$ cat src/rtl/kmi_pkg.sv
// kmi_pkg: shared constants, codes and control/status types for the
// keyframe matrix interpolator; no dependencies
package kmi_pkg;

    localparam int KMI_MAX_KEYS  = 32;
    localparam int KMI_MAX_BONES = 16;

    // field widths
    localparam int OP_W    = 2;
    localparam int SLOT_W  = 5;
    localparam int BONE_W  = 8;
    localparam int ELEM_W  = 4;
    localparam int FRAME_W = 16;
    localparam int VAL_W   = 32;
    localparam int QF_W    = 24;

    // configuration port
    localparam int CFG_IDX_W  = 2;
    localparam int CFG_DATA_W = 16;
    localparam logic [CFG_IDX_W-1:0] CFG_BONE_TOTAL  = 2'd0;
    localparam logic [CFG_IDX_W-1:0] CFG_FRAME_TOTAL = 2'd1;
    localparam logic [CFG_IDX_W-1:0] CFG_KEY_TOTAL   = 2'd2;

    // opcodes
    localparam logic [OP_W-1:0] OP_LOAD_FRAME = 2'd0;
    localparam logic [OP_W-1:0] OP_LOAD_ELEM  = 2'd1;
    localparam logic [OP_W-1:0] OP_QUERY      = 2'd2;

    localparam logic [VAL_W-1:0] ONE_Q16 = 32'h0001_0000;

    // controller to datapath
    typedef struct packed {
        logic accept;
        logic start;
        logic mod_step;
        logic wrap;
        logic scan_rd;
        logic scan_cmp;
        logic frac_init;
        logic frac_step;
        logic el_rd;
        logic el_mul;
        logic el_sum;
        logic next_elem;
    } t_cmd;

    // datapath to controller
    typedef struct packed {
        logic ident;
        logic mod_last;
        logic scan_stop;
        logic frac_short;
        logic frac_last;
        logic elem_last;
    } t_stat;

endpackage

$ cat src/rtl/kmi_ctrl.sv
// kmi_ctrl: sequencing state machine of the interpolator
// depends on kmi_pkg (opcodes, command and status types)
module kmi_ctrl (
    input  logic                      i_clk,
    input  logic                      i_rst_n,
    input  logic                      i_in_valid,
    input  logic [kmi_pkg::OP_W-1:0]  i_opcode,
    output logic                      o_in_ready,
    output logic                      o_out_valid,
    input  logic                      i_out_ready,
    input  kmi_pkg::t_stat            i_stat,
    output kmi_pkg::t_cmd             o_cmd
);
    import kmi_pkg::*;

    localparam logic [3:0] S_IDLE      = 4'd0;
    localparam logic [3:0] S_MOD       = 4'd1;
    localparam logic [3:0] S_WRAP      = 4'd2;
    localparam logic [3:0] S_SCAN_RD   = 4'd3;
    localparam logic [3:0] S_SCAN_CMP  = 4'd4;
    localparam logic [3:0] S_FRAC_INIT = 4'd5;
    localparam logic [3:0] S_FRAC      = 4'd6;
    localparam logic [3:0] S_EL_RD     = 4'd7;
    localparam logic [3:0] S_EL_MUL    = 4'd8;
    localparam logic [3:0] S_EL_SUM    = 4'd9;
    localparam logic [3:0] S_EL_OUT    = 4'd10;

    logic [3:0] r_state;
    logic [3:0] n_state;

    // next state and commands
    always_comb begin
        n_state     = r_state;
        o_cmd       = '0;
        o_in_ready  = 1'b0;
        o_out_valid = 1'b0;
        unique case (r_state)
            S_IDLE: begin
                o_in_ready = 1'b1;
                if (i_in_valid) begin
                    o_cmd.accept = 1'b1;
                    if (i_opcode == OP_QUERY) begin
                        o_cmd.start = 1'b1;
                        n_state     = S_MOD;
                    end
                end
            end
            S_MOD: begin
                o_cmd.mod_step = 1'b1;
                if (i_stat.mod_last) n_state = S_WRAP;
            end
            S_WRAP: begin
                o_cmd.wrap = 1'b1;
                n_state    = i_stat.ident ? S_EL_RD : S_SCAN_RD;
            end
            S_SCAN_RD: begin
                o_cmd.scan_rd = 1'b1;
                n_state       = S_SCAN_CMP;
            end
            S_SCAN_CMP: begin
                o_cmd.scan_cmp = 1'b1;
                n_state        = i_stat.scan_stop ? S_FRAC_INIT : S_SCAN_RD;
            end
            S_FRAC_INIT: begin
                o_cmd.frac_init = 1'b1;
                n_state         = i_stat.frac_short ? S_EL_RD : S_FRAC;
            end
            S_FRAC: begin
                o_cmd.frac_step = 1'b1;
                if (i_stat.frac_last) n_state = S_EL_RD;
            end
            S_EL_RD: begin
                o_cmd.el_rd = 1'b1;
                n_state     = S_EL_MUL;
            end
            S_EL_MUL: begin
                o_cmd.el_mul = 1'b1;
                n_state      = S_EL_SUM;
            end
            S_EL_SUM: begin
                o_cmd.el_sum = 1'b1;
                n_state      = S_EL_OUT;
            end
            S_EL_OUT: begin
                o_out_valid = 1'b1;
                if (i_out_ready) begin
                    o_cmd.next_elem = 1'b1;
                    n_state = i_stat.elem_last ? S_IDLE : S_EL_RD;
                end
            end
            default: n_state = S_IDLE;
        endcase
    end

    // state register
    always_ff @(posedge i_clk) begin
        if (!i_rst_n) r_state <= S_IDLE;
        else          r_state <= n_state;
    end

endmodule

$ cat config.mk
export PLATFORM = sky130hd
export DESIGN_NAME = kmi_ctrl
export DESIGN_NICKNAME = d
export VERILOG_FILES = /design/src/rtl/kmi_pkg.sv /design/src/rtl/kmi_ctrl.sv
export SDC_FILE = /design/constraint.sdc
export NUM_CORES = 1
export LEC_CHECK = 0
export BUFFER_PORTS_ARGS = -buffer_cell sky130_fd_sc_hd__clkbuf_2
export CORE_AREA = 2 2 39 41
export DETAILED_ROUTE_END_ITERATION = 7
export DIE_AREA = 0 0 41 43
export GPL_TIMING_DRIVEN = 0
export PLACE_DENSITY = 0.59
export SYNTH_ARGS = -nofsm -noshare
export SYNTH_HDL_FRONTEND = slang
export SYNTH_SLANG_ARGS = --single-unit
export TNS_END_PERCENT = 20
$ cat constraint.sdc
create_clock -name i_clk -period 1.95 [get_ports i_clk]
set_input_delay 0.4875 -clock i_clk [delete_from_list [all_inputs] [get_ports i_clk]]
set_output_delay 0.4875 -clock i_clk [all_outputs]
set_load 0.05 [all_outputs]
==> results.md <==
* Leakage Power at ~0.35 nW
* Hold endpoint: r_state[3]$_SDFFE_PN0P_
* Place WS at around 0.096 ns
* Vias per std cell at between 5 and 6
* DR DRC count at 0
* Syn Nets at 74
* Synth Warn # at 0
* GR Overflow Total at 0
* FF+latch area at ~85 µm²
* Combinational power share at 42.5%
* Biggest regs: r_state (4)
* Max FFs per register at 4
* Async S/R FF share, synth at 0%
* NetSw at 130.5 µW
* Crit path time final at between 1.5 and 2 ns
* Pint at around 210 µW
* Critical path fanouts, max at 3
* Post-DP Area at 605.6 µm²
* Unrepaired setup endpoints after global routing: yes
* R2r setup slk at around 0.45 ns
* Filler cells at about 140
* Antenna violations before repair at 0
* Clk_lat worst skew at ~0.24 ns
* Final setup fails at 1
* Hold path depth at 3
* CP Capture Type: primary output
* Pins Over Slew Limit at 0
* Slew HR at about 81%
* Sequential Power Share at 26.6%
* CTS sink cnt at 4
* Worst Slack Setup Final at -0.01271 ns
* CTS Buf Count at 3
* GRT Total Usage at between 15 and 20%
* Std-Cell Rows at 14
* Vias post-DR at 570
* Hold Crit Class: in -> reg
* Detailed-placement wirelength estimate at roughly 960 µm
* Vert. Die Dim at 43 µm
* Worst Max-Slew Pin Slew at roughly 0.28 ns
* Clock Tree Root: clkbuf_4
* Number of global-route vias before repair at between 500 and 600
* CTS tree: done
* Fin crit share at 100.7%
* Largest net degree at the start of global routing at 13
* Status: complete, but fails checks
* Worst hold start: i_rst_n
* Area Growth Syn to Fin at 56.57%
* Final Instance Area at about 690 µm²
* Reg with most FFs: r_state
* Crit start category: flop
* Mapped Cells at 62
* Layout Skew at about 0.0024 ns
* Fmax at approximately 510 MHz
* Ys flop type: dfxtp_1
* Mapped cell area at between 400 and 500 µm²
* Syn_area_per_cell at approximately 7.1 µm²
* Hold Vio Cnt, Final at 0
* Sw Share at 38.39%
* CORE AREA at between 1000 and 1500 µm²
* R2R cell count at 4
* CP required at 1.46 ns
* Post-synth EDFFs at 0
* Clock power share at 30.9%
* Final Wtd Congestion at about 0.80
* Crit Path Class: reg -> out
* Die Width at 41 µm
* CP arrival at about 1.5 ns
* Io pins at 26
* Diode count at 0
* DRT Wirelength at 1.341 mm
* PortBufs at 25
* Clk buf depth at 2
* Synth Register Bits at 4
* TritonRoute pass-1 iters at 3
* Reg clk slew, reported paths at about 0.04 ns
* Wirelength per Cell at between 10 and 15 µm
* Inst Count DP at between 100 and 150
* Maximum vdd drop at 0.3021 mV
* Layout net count at about 110
* R2R Path End: r_state[0]$_SDFFE_PN0P_
* Crit Reg-Reg Startpoint: r_state[1]$_SDFFE_PN0P_
* ANT nets after route at 0
* Netlist cell types at 29
* Power Density at 496.0 nW/µm²
* Starting DRT DRC Count at 9
* Multi-input gate area at between 300 and 400 µm²
* Starting Density at a little under a third
* Final Non-Filler Cells at ~110
* Max-Cap Viols at 0
* Share of layout cells above drive strength 1 at about half
* Die area at ~1800 µm²
* Post-synthesis sequential area ratio at between 10% and 20%
* First-pass GRT wire length at 2.132 mm
* H-tree depth at 1
* Violated checks: negative setup slack
-- metal layers --
metal  global-route usage [%]  wire (µm)  share of wire [%]  vias up
li1                         -          -                  -      285
met1                    21.79        585                 44      255
met2                    25.62        627                 47       26
met3                    6.806        103                7.7        4
met4                    8.667         24                1.8        0
met5                        0          0                  0        -
-- final cells by class --
class	instances	area share (%)
Buffer	4	5.109
Inverter	2	1.095
Timing Repair Buffer	27	25.00
Clock buffer	3	3.285
Sequential cell	4	12.41
Multi-Input combinational cell	51	50.18
Tap cell	16	2.920
-- critical path, cell delays in order, from the launching register on --
cell	delay, ns
dfxtp_2	0.32
buf_6	0.12
nor4_4	0.27
and2_4	0.18
and3b_2	0.19
clkbuf_16	0.16
-- worst max-delay path by stage --
stage                            start         to  depth (start not counted)
5_1_grt        r_state[3]$_SDFFE_PN0P_  o_cmd[10]                          5
6_report       r_state[3]$_SDFFE_PN0P_  o_cmd[10]                          5
3_5_place_dp   r_state[3]$_SDFFE_PN0P_  o_cmd[10]                          5
4_1_cts        r_state[3]$_SDFFE_PN0P_  o_cmd[10]                          5
2_1_floorplan  r_state[1]$_SDFFE_PN0P_  o_cmd[10]                          4
3_3_place_gp   r_state[3]$_SDFFE_PN0P_  o_cmd[10]                          5
-- through the flow --
step / util [%] / power (mW) / setup TNS [ns] / hold WS [ns]
finish: 49.55 / 0.3401 / -0.01271 / 0.4849
global route: 49.55 / 0.3629 / -0.1191 / 0.4995
CTS: 48.55 / 0.3455 / -0.02651 / 0.4861
detailed placement: 43.76 / 0.2285 / 0 / 0.5754
global placement: 43.76 / 0.2280 / 0 / 0.5790
floorplan: - / 0.1944 / -1.794 / 0.5448
-- cell usage in the layout (no fill, tap or decap), types with 2 or more instances in the layout --
cell type,n
o22ai_1,2
nor3b_1,2
o21ai_0,2
nand2_1,4
nor2_1,7
buf_6,3
clkbuf_4,5
clkbuf_2,19
dfxtp_1,2
nand2b_1,4
buf_2,3
nand3_1,2
nor3_1,6
inv_1,2
buf_4,3
a21oi_1,3
and2_4,2
-- power groups by stage --
stage                     logic [mW]  clock network [mW]  registers, mW
after floorplan                0.105                   0         0.0896
after global placement         0.138                   0         0.0899
after detailed placement       0.138                   0         0.0901
after CTS                      0.144               0.110         0.0914
after global routing           0.155               0.117         0.0911
final                          0.145               0.105         0.0905
-- repair_timing --
action	CTS	global route
setup endpoints to repair	6	7
gates cloned	0	0
gates resized for setup	9	10
pin swaps	3	0
buffers inserted	2	0
hold buffers	0	0
-- kinds of logic after synthesis --
family / share of synthesized area, %
AOI/OAI and AO/OA: 25.14
buffers and inverters: 8.858
DFF: 18.29
and+or+nand+nor: 47.72
-- cell usage after synthesis, types with 2 or more instances --
cell | instances | area (µm²)
nor3_1 | 6 | 30.03
o21ai_0 | 2 | 10.01
a21oi_1 | 3 | 15.01
inv_1 | 2 | 7.510
nor2_1 | 8 | 30.03
o22ai_1 | 2 | 12.51
and2_1 | 2 | 12.51
dfxtp_1 | 4 | 80.08
buf_2 | 4 | 20.02
nand2b_1 | 5 | 31.28
nand3_1 | 2 | 10.01
nor3b_1 | 2 | 15.01
nand2_1 | 4 | 15.01
Note: power is estimated with default switching activity, not from simulation.
